File: config.mk
export PLATFORM = sky130hd
export DESIGN_NAME = clock_sorted_message_table_top
export DESIGN_NICKNAME = d
export VERILOG_FILES = /design/src/sv/csmt_pkg.sv /design/src/sv/clock_sorted_message_table_top.sv
export VERILOG_INCLUDE_DIRS = /design/src /design/src/sv
export SDC_FILE = /design/constraint.sdc
export NUM_CORES = 2
export LEC_CHECK = 0
export BUFFER_PORTS_ARGS = -buffer_cell sky130_fd_sc_hd__buf_2
export CAP_MARGIN = 40
export CORE_MARGIN = 4
export CORE_UTILIZATION = 55
export DETAILED_ROUTE_END_ITERATION = 10
export PLACE_DENSITY = 0.75
export SETUP_SLACK_MARGIN = 0.2
export SYNTH_ARGS = -nofsm -noshare
export SYNTH_HDL_FRONTEND = slang
export SYNTH_SLANG_ARGS = --single-unit
export TNS_END_PERCENT = 50
File: constraint.sdc
create_clock -name clk -period 5.77 [get_ports clk]
set_input_delay 0.577 -clock clk [delete_from_list [all_inputs] [get_ports clk]]
set_output_delay 0.577 -clock clk [all_outputs]
set_load 0.02 [all_outputs]
File: src/sv/clock_sorted_message_table_top_assert.svh
// assertion macros for the clock-sorted message table
`ifndef CLOCK_SORTED_MESSAGE_TABLE_TOP_ASSERT_SVH
`define CLOCK_SORTED_MESSAGE_TABLE_TOP_ASSERT_SVH

// condition implies consequence in the same cycle
`define CSMT_ASSERT_IMP(lbl, clk, rst, ante, cons, msg) \
  lbl: assert property (@(posedge clk) disable iff (rst) (ante) |-> (cons)) else $error(msg);

// condition implies consequence in the next cycle
`define CSMT_ASSERT_NXT(lbl, clk, rst, ante, cons, msg) \
  lbl: assert property (@(posedge clk) disable iff (rst) (ante) |=> (cons)) else $error(msg);

`endif

File: src/sv/csmt_pkg.sv
// package with sizes, codes and types of the clock-sorted message table
`default_nettype none

package csmt_pkg;

  localparam int TABLE_DEPTH = 16;
  localparam int CNT_W       = $clog2(TABLE_DEPTH + 1);
  localparam int IDX_W       = $clog2(TABLE_DEPTH);
  localparam int CLK_W       = 31;
  localparam int PAY_W       = 32;
  localparam int CAP_W       = 5;
  localparam int RCNT_W      = 5;
  localparam int IN_DATA_W   = 72;
  localparam int OUT_DATA_W  = 72;

  typedef enum logic {
    CMD_INSERT = 1'b0,
    CMD_READ   = 1'b1
  } cmd_t;

  typedef enum logic [1:0] {
    STAT_INSERTED = 2'd0,
    STAT_REJECTED = 2'd1,
    STAT_READ     = 2'd2,
    STAT_EMPTY    = 2'd3
  } status_t;

  typedef enum logic [2:0] {
    S_IDLE,
    S_INS_SCAN,
    S_INS_PUT,
    S_RD_DATA,
    S_EMIT
  } state_t;

  typedef struct packed {
    logic [CLK_W-1:0] clock;
    logic [PAY_W-1:0] payload;
  } entry_t;

endpackage

`default_nettype wire

File: src/sv/clock_sorted_message_table_top.sv
// clock-sorted message table: bounded table of entries kept in descending clock order
//
//  channel   dir  handshake         contents
//  s_axis    in   tvalid / tready   tuser: command; tdata: entry_clock, payload,
//                                   read_count, read_all
//  m_axis    out  tvalid / tready   tuser: status; tdata: evicted, out_clock,
//                                   out_payload, stored_count; tlast: last
//  cfg       in   cfg_we            cfg_wdata: capacity
//
// an insert walks the sorted memory from the tail, one entry a cycle through the ports;
// a rejected insert, or one with nothing left to compare, goes straight to its result
// a read returns its entries one by one from the table; one that finds nothing gives a status
// results go through one output register, so a stalled m_axis holds a read walk and an insert's result
// input is taken only between items; a held result does not block the next transfer
// rst clears fill count and sets capacity to 16; the entry memory needs no clearing
`default_nettype none

module clock_sorted_message_table_top (
  input  wire logic                             clk,
  input  wire logic                             rst,
  input  wire logic                             s_axis_tvalid,
  output logic                                  s_axis_tready,
  // [31:0] entry_clock, [63:32] payload, [68:64] read_count, [69] read_all
  input  wire logic [csmt_pkg::IN_DATA_W-1:0]   s_axis_tdata,
  // [0] command
  input  wire logic                             s_axis_tuser,
  output logic                                  m_axis_tvalid,
  input  wire logic                             m_axis_tready,
  // [0] evicted, [31:1] out_clock, [63:32] out_payload, [68:64] stored_count
  output logic [csmt_pkg::OUT_DATA_W-1:0]       m_axis_tdata,
  // [1:0] status
  output logic [1:0]                            m_axis_tuser,
  output logic                                  m_axis_tlast,
  input  wire logic                             cfg_we,
  input  wire logic [csmt_pkg::CAP_W-1:0]       cfg_wdata
);

  localparam int CNT_W = csmt_pkg::CNT_W;
  localparam int IDX_W = csmt_pkg::IDX_W;
  localparam int CLK_W = csmt_pkg::CLK_W;
  localparam int PAY_W = csmt_pkg::PAY_W;

  // input fields
  logic                          in_cmd;
  logic signed [31:0]            in_clock;
  logic [PAY_W-1:0]              in_payload;
  logic [csmt_pkg::RCNT_W-1:0]   in_read_count;
  logic                          in_read_all;

  assign in_cmd        = s_axis_tuser;
  assign in_clock      = s_axis_tdata[31:0];
  assign in_payload    = s_axis_tdata[63:32];
  assign in_read_count = s_axis_tdata[68:64];
  assign in_read_all   = s_axis_tdata[69];

  // state
  csmt_pkg::state_t   state, state_next;
  logic [CNT_W-1:0]   fill_count;
  logic [csmt_pkg::CAP_W-1:0] capacity;
  logic [CNT_W-1:0]   scan_idx;
  logic [IDX_W-1:0]   rd_idx;
  csmt_pkg::entry_t   work_entry;
  csmt_pkg::status_t  res_status;
  logic               res_evicted;

  // entry memory
  csmt_pkg::entry_t   mem [csmt_pkg::TABLE_DEPTH];
  csmt_pkg::entry_t   rdata;
  logic               mem_we;
  logic [IDX_W-1:0]   mem_waddr;
  csmt_pkg::entry_t   mem_wdata;
  logic               mem_re;
  logic [IDX_W-1:0]   mem_raddr;

  always_ff @(posedge clk) begin
    if (mem_we) begin
      mem[mem_waddr] <= mem_wdata;
    end
  end

  always_ff @(posedge clk) begin
    if (mem_re) begin
      rdata <= mem[mem_raddr];
    end
  end

  // derived values
  logic               accept;
  logic               out_free;
  logic [CNT_W-1:0]   cap_eff;
  logic [CNT_W-1:0]   fill_adj;
  logic [CNT_W-1:0]   fill_adj_dec;
  logic               ins_evict;
  logic [CNT_W-1:0]   items;
  logic [CNT_W-1:0]   items_dec;
  logic [CNT_W-1:0]   scan_dec;
  logic [CNT_W-1:0]   scan_dec2;
  logic [IDX_W-1:0]   rd_dec;
  logic               shift_on;
  csmt_pkg::entry_t   new_entry;

  assign accept   = s_axis_tvalid && s_axis_tready;
  assign out_free = !m_axis_tvalid || m_axis_tready;

  always_comb begin
    if (capacity == '0) begin
      cap_eff = CNT_W'(1);
    end else if (32'(capacity) > 32'(csmt_pkg::TABLE_DEPTH)) begin
      cap_eff = CNT_W'(csmt_pkg::TABLE_DEPTH);
    end else begin
      cap_eff = CNT_W'(capacity);
    end
  end

  // a full table (or one over a lowered capacity) drops down to one free slot
  assign ins_evict    = fill_count >= cap_eff;
  assign fill_adj     = ins_evict ? (cap_eff - CNT_W'(1)) : fill_count;
  assign fill_adj_dec = fill_adj - CNT_W'(1);

  always_comb begin
    if (in_read_all) begin
      items = fill_count;
    end else if (32'(in_read_count) < 32'(fill_count)) begin
      items = CNT_W'(in_read_count);
    end else begin
      items = fill_count;
    end
  end

  assign items_dec = items - CNT_W'(1);
  assign scan_dec  = scan_idx - CNT_W'(1);
  assign scan_dec2 = scan_idx - CNT_W'(2);
  assign rd_dec    = rd_idx - IDX_W'(1);
  assign shift_on  = rdata.clock < work_entry.clock;

  assign new_entry.clock   = in_clock[CLK_W-1:0];
  assign new_entry.payload = in_payload;

  // next state
  always_comb begin
    state_next = state;
    unique case (state)
      csmt_pkg::S_IDLE: begin
        if (accept) begin
          if (in_cmd == csmt_pkg::CMD_INSERT) begin
            if (in_clock[31] || fill_adj == '0) begin
              state_next = csmt_pkg::S_EMIT;
            end else begin
              state_next = csmt_pkg::S_INS_SCAN;
            end
          end else if (items == '0) begin
            state_next = csmt_pkg::S_EMIT;
          end else begin
            state_next = csmt_pkg::S_RD_DATA;
          end
        end
      end
      csmt_pkg::S_INS_SCAN: begin
        if (!shift_on) begin
          state_next = csmt_pkg::S_EMIT;
        end else if (scan_dec == '0) begin
          state_next = csmt_pkg::S_INS_PUT;
        end
      end
      csmt_pkg::S_INS_PUT: begin
        state_next = csmt_pkg::S_EMIT;
      end
      csmt_pkg::S_RD_DATA: begin
        if (out_free && rd_idx == '0) begin
          state_next = csmt_pkg::S_IDLE;
        end
      end
      csmt_pkg::S_EMIT: begin
        if (out_free) begin
          state_next = csmt_pkg::S_IDLE;
        end
      end
      default: state_next = csmt_pkg::S_IDLE;
    endcase
  end

  // memory and output register control
  logic out_load;

  always_comb begin
    mem_we    = 1'b0;
    mem_waddr = '0;
    mem_wdata = work_entry;
    mem_re    = 1'b0;
    mem_raddr = '0;
    out_load  = 1'b0;
    unique case (state)
      csmt_pkg::S_IDLE: begin
        if (accept) begin
          if (in_cmd == csmt_pkg::CMD_INSERT) begin
            if (!in_clock[31]) begin
              if (fill_adj == '0) begin
                mem_we    = 1'b1;
                mem_waddr = '0;
                mem_wdata = new_entry;
              end else begin
                mem_re    = 1'b1;
                mem_raddr = fill_adj_dec[IDX_W-1:0];
              end
            end
          end else if (items != '0) begin
            mem_re    = 1'b1;
            mem_raddr = items_dec[IDX_W-1:0];
          end
        end
      end
      csmt_pkg::S_INS_SCAN: begin
        mem_we    = 1'b1;
        mem_waddr = scan_idx[IDX_W-1:0];
        if (shift_on) begin
          // move the older entry one slot toward the tail, fetch the next one
          mem_wdata = rdata;
          if (scan_dec != '0) begin
            mem_re    = 1'b1;
            mem_raddr = scan_dec2[IDX_W-1:0];
          end
        end else begin
          mem_wdata = work_entry;
        end
      end
      csmt_pkg::S_INS_PUT: begin
        mem_we    = 1'b1;
        mem_waddr = scan_idx[IDX_W-1:0];
        mem_wdata = work_entry;
      end
      csmt_pkg::S_RD_DATA: begin
        if (out_free) begin
          out_load = 1'b1;
          if (rd_idx != '0) begin
            mem_re    = 1'b1;
            mem_raddr = rd_dec;
          end
        end
      end
      csmt_pkg::S_EMIT: begin
        out_load = out_free;
      end
      default: begin
      end
    endcase
  end

  always_ff @(posedge clk) begin
    if (rst) begin
      state      <= csmt_pkg::S_IDLE;
      fill_count <= '0;
      capacity   <= csmt_pkg::CAP_W'(csmt_pkg::TABLE_DEPTH);
    end else begin
      state <= state_next;
      if (cfg_we) begin
        capacity <= cfg_wdata;
      end
      if (state == csmt_pkg::S_IDLE && accept && in_cmd == csmt_pkg::CMD_INSERT) begin
        fill_count <= in_clock[31] ? fill_adj : (fill_adj + CNT_W'(1));
      end
    end
  end

  always_ff @(posedge clk) begin
    unique case (state)
      csmt_pkg::S_IDLE: begin
        if (accept) begin
          work_entry <= new_entry;
          scan_idx   <= fill_adj;
          rd_idx     <= items_dec[IDX_W-1:0];
          if (in_cmd == csmt_pkg::CMD_INSERT) begin
            res_evicted <= ins_evict;
            res_status  <= in_clock[31] ? csmt_pkg::STAT_REJECTED
                                        : csmt_pkg::STAT_INSERTED;
          end else begin
            res_evicted <= 1'b0;
            res_status  <= csmt_pkg::STAT_EMPTY;
          end
        end
      end
      csmt_pkg::S_INS_SCAN: begin
        if (shift_on) begin
          scan_idx <= scan_dec;
        end
      end
      csmt_pkg::S_RD_DATA: begin
        if (out_free && rd_idx != '0) begin
          rd_idx <= rd_dec;
        end
      end
      default: begin
      end
    endcase
  end

  // output register
  always_ff @(posedge clk) begin
    if (rst) begin
      m_axis_tvalid <= 1'b0;
    end else if (out_load) begin
      m_axis_tvalid <= 1'b1;
    end else if (m_axis_tready) begin
      m_axis_tvalid <= 1'b0;
    end
  end

  always_ff @(posedge clk) begin
    if (out_load) begin
      m_axis_tdata[csmt_pkg::OUT_DATA_W-1:69] <= '0;
      m_axis_tdata[68:64] <= fill_count;
      if (state == csmt_pkg::S_RD_DATA) begin
        m_axis_tuser       <= csmt_pkg::STAT_READ;
        m_axis_tdata[0]    <= 1'b0;
        m_axis_tdata[31:1] <= rdata.clock;
        m_axis_tdata[63:32] <= rdata.payload;
        m_axis_tlast       <= rd_idx == '0;
      end else begin
        m_axis_tuser       <= res_status;
        m_axis_tdata[0]    <= res_evicted;
        m_axis_tdata[31:1] <= '0;
        m_axis_tdata[63:32] <= '0;
        m_axis_tlast       <= 1'b1;
      end
    end
  end

  assign s_axis_tready = state == csmt_pkg::S_IDLE;

`include "clock_sorted_message_table_top_assert.svh"

  `CSMT_ASSERT_IMP(a_fill_range, clk, rst, 1'b1, 32'(fill_count) <= 32'(csmt_pkg::TABLE_DEPTH), "fill count above table depth")
  `CSMT_ASSERT_IMP(a_no_rw_clash, clk, rst, mem_we && mem_re, mem_waddr != mem_raddr, "read and write of one entry in one cycle")
  `CSMT_ASSERT_IMP(a_wr_insert_only, clk, rst, mem_we, state != csmt_pkg::S_RD_DATA && state != csmt_pkg::S_EMIT, "entry memory written outside an insert")
  `CSMT_ASSERT_NXT(a_load_valid, clk, rst, out_load, m_axis_tvalid, "loaded result not presented")
  `CSMT_ASSERT_IMP(a_no_load_busy, clk, rst, m_axis_tvalid && !m_axis_tready, !out_load, "result overwritten while stalled")

endmodule

`default_nettype wire
==> impl_metrics.toml <==
[drt]
vias = 26800
wire_per_inst_um = 28.9
first_pass_iters = 6
vias_per_cell = 6.43
drtIter0Drc = 3203
final_antenna_net_count = 0
drc = 0
drt-total-wl_um = 120000

[sta]
worst_pin_slew_ps = 1030
min_period_over_period = 0.929
holdWs_ps = 62.4
slew_headroom = 0.316
clock_skew_ps = 48.4
setup_violations = 0
setup_tns_ps = 0
hold_viol = 0
min_period_ps = 5360
slew_viol_final = 0
max_freq_ghz = 0.187
rsz0062_at_grt = "false"

[global_route]
grt_max_degree = 90
grt_pass1_vias = 27100
antenna_found_initial = 3
grt_pass1_wl_um = 177000
grt_usage = 0.254
grt-ovfl-total = 0

[clock_tree]
ctsRootBufferMaster = "clkbuf_16"
cts_buffer_depth = 3
cts_tree = "done"
clkTransAtPathRegs_ps = 60
numCtsBuffers = 117
htreeDepth = 3
hold_buffers = 0
insertion_delay_ps = 710
cts.sinks = 1232

[cells_and_area]
drive_gt1_frac = 0.288
post-route-util = 0.633
area_growth_pct = 13.9
nets = 3034

[synth]
synthCells = 2671
synthTopCellsByCount = "1,218 x edfxtp_1, 224 x nand2_1, 202 x mux2_2"
synth.most_common_cell = "edfxtp_1"
yosysTopAreaCell = "edfxtp_1"
synth_warnings = 0
syn-cell-area_um2 = 49300
yosys-top-cells-area = "edfxtp_1 74%, mux4_2 5.8%, mux2_2 4.6%"
netlist.area_leader.share = 0.743
ys_ff_latch = 1232
seq_area_frac_synth = 0.748
synth_edf_count = 1218
ys_dominant_reg_cell = "edfxtp_1"
synth_cell_type_count = 72
ys_async_sr_fraction = 0
avgSynthCellArea_um2 = 18.4

[power]
peakVddDrop_v = 0.000316
leakagePower_nw = 18.7
p_per_area_nw_per_um2 = 440

[setup_path]
cp.required_ps = 6190
cp_num_buf_inv = 3
crit_family = "compound AO/OA/AOI/OAI gates"
cp_max_fo = 42
cp-end-kind = "flip-flop"
path_cells = "inv_1, ha_1, a211o_1, a31oi_4, nor2_1, a21oi_2, ha_2, or4b_1, a311o_1, o211a_1, a221oi_4, buf_12, buf_16, mux4_2, a21oi_1, a211oi_2"
start_kind = "flip-flop"
cpMaxStageDelayCell = "mux4_2"
cpPeakStageDelay_ps = 550
worst_ep_arrival_time_ps = 5780
path_class = "flip-flop to flip-flop"

[floorplan]
fp-row-count = 109
core_area_um2 = 88600
initial_utilization = 0.556
dieHeight_um = 307
die_w_um = 307
io_pins = 160
dieArea_um2 = 94400

[worst_hold_path]
hold_path_class = "input pin to flip-flop"

[outcome]
status = "complete, no violations"

[job]
maxCapViolations = 0

[placed_design]
place.gp.congestion = 0.886
io_buffers = 154
place_hpwl_um = 64400
path summary, 6_finish.rpt:
path,from,to,slack [ps],cells after the start
setup / recovery,fill_count[4]$_SDFFE_PP0P_,rdata[29]$_DFFE_PP_,410,16
hold / removal,s_axis_tdata[54],work_entry[22]$_DFFE_PP_,60,1
hold reg to reg,res_status[1]$_SDFFCE_PP1P_,m_axis_tuser[1]$_SDFFCE_PP1P_,500,1
setup reg to reg,fill_count[4]$_SDFFE_PP0P_,rdata[29]$_DFFE_PP_,410,16
cell families after synthesis:
group                    share of synthesized area
other                                    0.0000761
flip-flops                                   0.748
AND/OR/NAND/NOR                             0.0359
XOR/XNOR                                   0.00267
adder cells (fa/ha/maj)                     0.0122
AO/OA/AOI/OAI                               0.0627
multiplexers                                 0.120
buffers and inverters                       0.0186
metal layers:
layer | vias to the layer above | track usage | wire length (µm)
met5 | - | 0 | 11
met4 | 2 | 0.0783 | 3220
met3 | 228 | 0.0429 | 12100
met2 | 1531 | 0.417 | 58600
met1 | 13900 | 0.355 | 46400
li1 | 11200 | - | -
layout make-up:
type | count | area (µm²)
timing repair buffer | 247 | 2090
tap | 1165 | 1460
clock buffer | 145 | 3060
antenna | 3 | 7.51
inverter | 49 | 185
clock inverter | 74 | 661
multi-input combinational | 1256 | 11800
fill | 5860 | 32600
sequential | 1232 | 36900
layout by cell type (no fill, tap or decap), types with 8 or more instances in the layout:
cell / Yosys / routed
nand2b_1: 9 / 9
mux4_2: 126 / 126
buf_2: 54 / 154
a22oi_1: 63 / 63
a211oi_1: 28 / 28
nand2_1: 224 / 223
mux2_1: 30 / 30
inv_1: 47 / 46
nor2_4: 0 / 16
clkbuf_1: 59 / 25
clkbuf_16: 0 / 117
edfxtp_1: 1218 / 1218
a211oi_2: 39 / 39
bufinv_16: 0 / 8
o22ai_1: 109 / 109
mux2i_1: 13 / 13
nor2_1: 38 / 22
mux2_4: 20 / 20
buf_12: 0 / 38
ha_1: 48 / 47
o21ai_0: 22 / 21
dfxtp_1: 14 / 14
buf_4: 5 / 47
and2_1: 67 / 65
a21oi_1: 87 / 86
xnor2_1: 13 / 13
clkinv_2: 0 / 23
nor3_1: 12 / 9
clkinv_1: 1 / 34
mux2_2: 202 / 202
o22ai_2: 19 / 19
through the flow:
step | instances | area, µm² | total power, mW | setup WS (ps)
3_5_place_dp | 3945 | 52300 | 17.4 | 47.4
6_report | 4171 | 56100 | 24.7 | 412
2_1_floorplan | 2673 | 49300 | 15.3 | 12.4
4_1_cts | 4164 | 56000 | 24.7 | 212
5_1_grt | 4168 | 56100 | 25.6 | 235
3_3_place_gp | 3938 | 52100 | 17.1 | 244
flip-flops by register name, indices dropped and copies added (netlist names), 2 cells and up:
| signal | count |
|---|---|
| mem | 1008 |
| m_axis_tdata | 69 |
| rdata | 63 |
| work_entry | 63 |
| capacity | 5 |
| fill_count | 5 |
| scan_idx | 5 |
| rd_idx | 4 |
| state | 3 |
| m_axis_tuser | 2 |
| res_status | 2 |
where the power goes:
group / switching (mW) / leakage, nW / internal [mW]
sequential: 0.314 / 11.2 / 11.3
clock: 3.28 / 1.81 / 4.13
combinational: 3.58 / 5.69 / 2.13
total: 7.17 / 18.7 / 17.5
worst reg2reg max path, cell delays in order, from the launching register on:
cell,delay [ps]
dfxtp_1,430
inv_1,100
ha_1,380
a211o_1,370
a31oi_4,300
nor2_1,100
a21oi_2,230
ha_2,290
or4b_1,470
a311o_1,370
o211a_1,190
a221oi_4,400
buf_12,260
buf_16,300
mux4_2,570
a21oi_1,230
a211oi_2,100
what timing repair did:
action,in CTS,in global routing
gates resized for setup,0,8
buffers inserted,0,3
setup endpoints to repair,0,63
(Power assumes the default switching activity.)
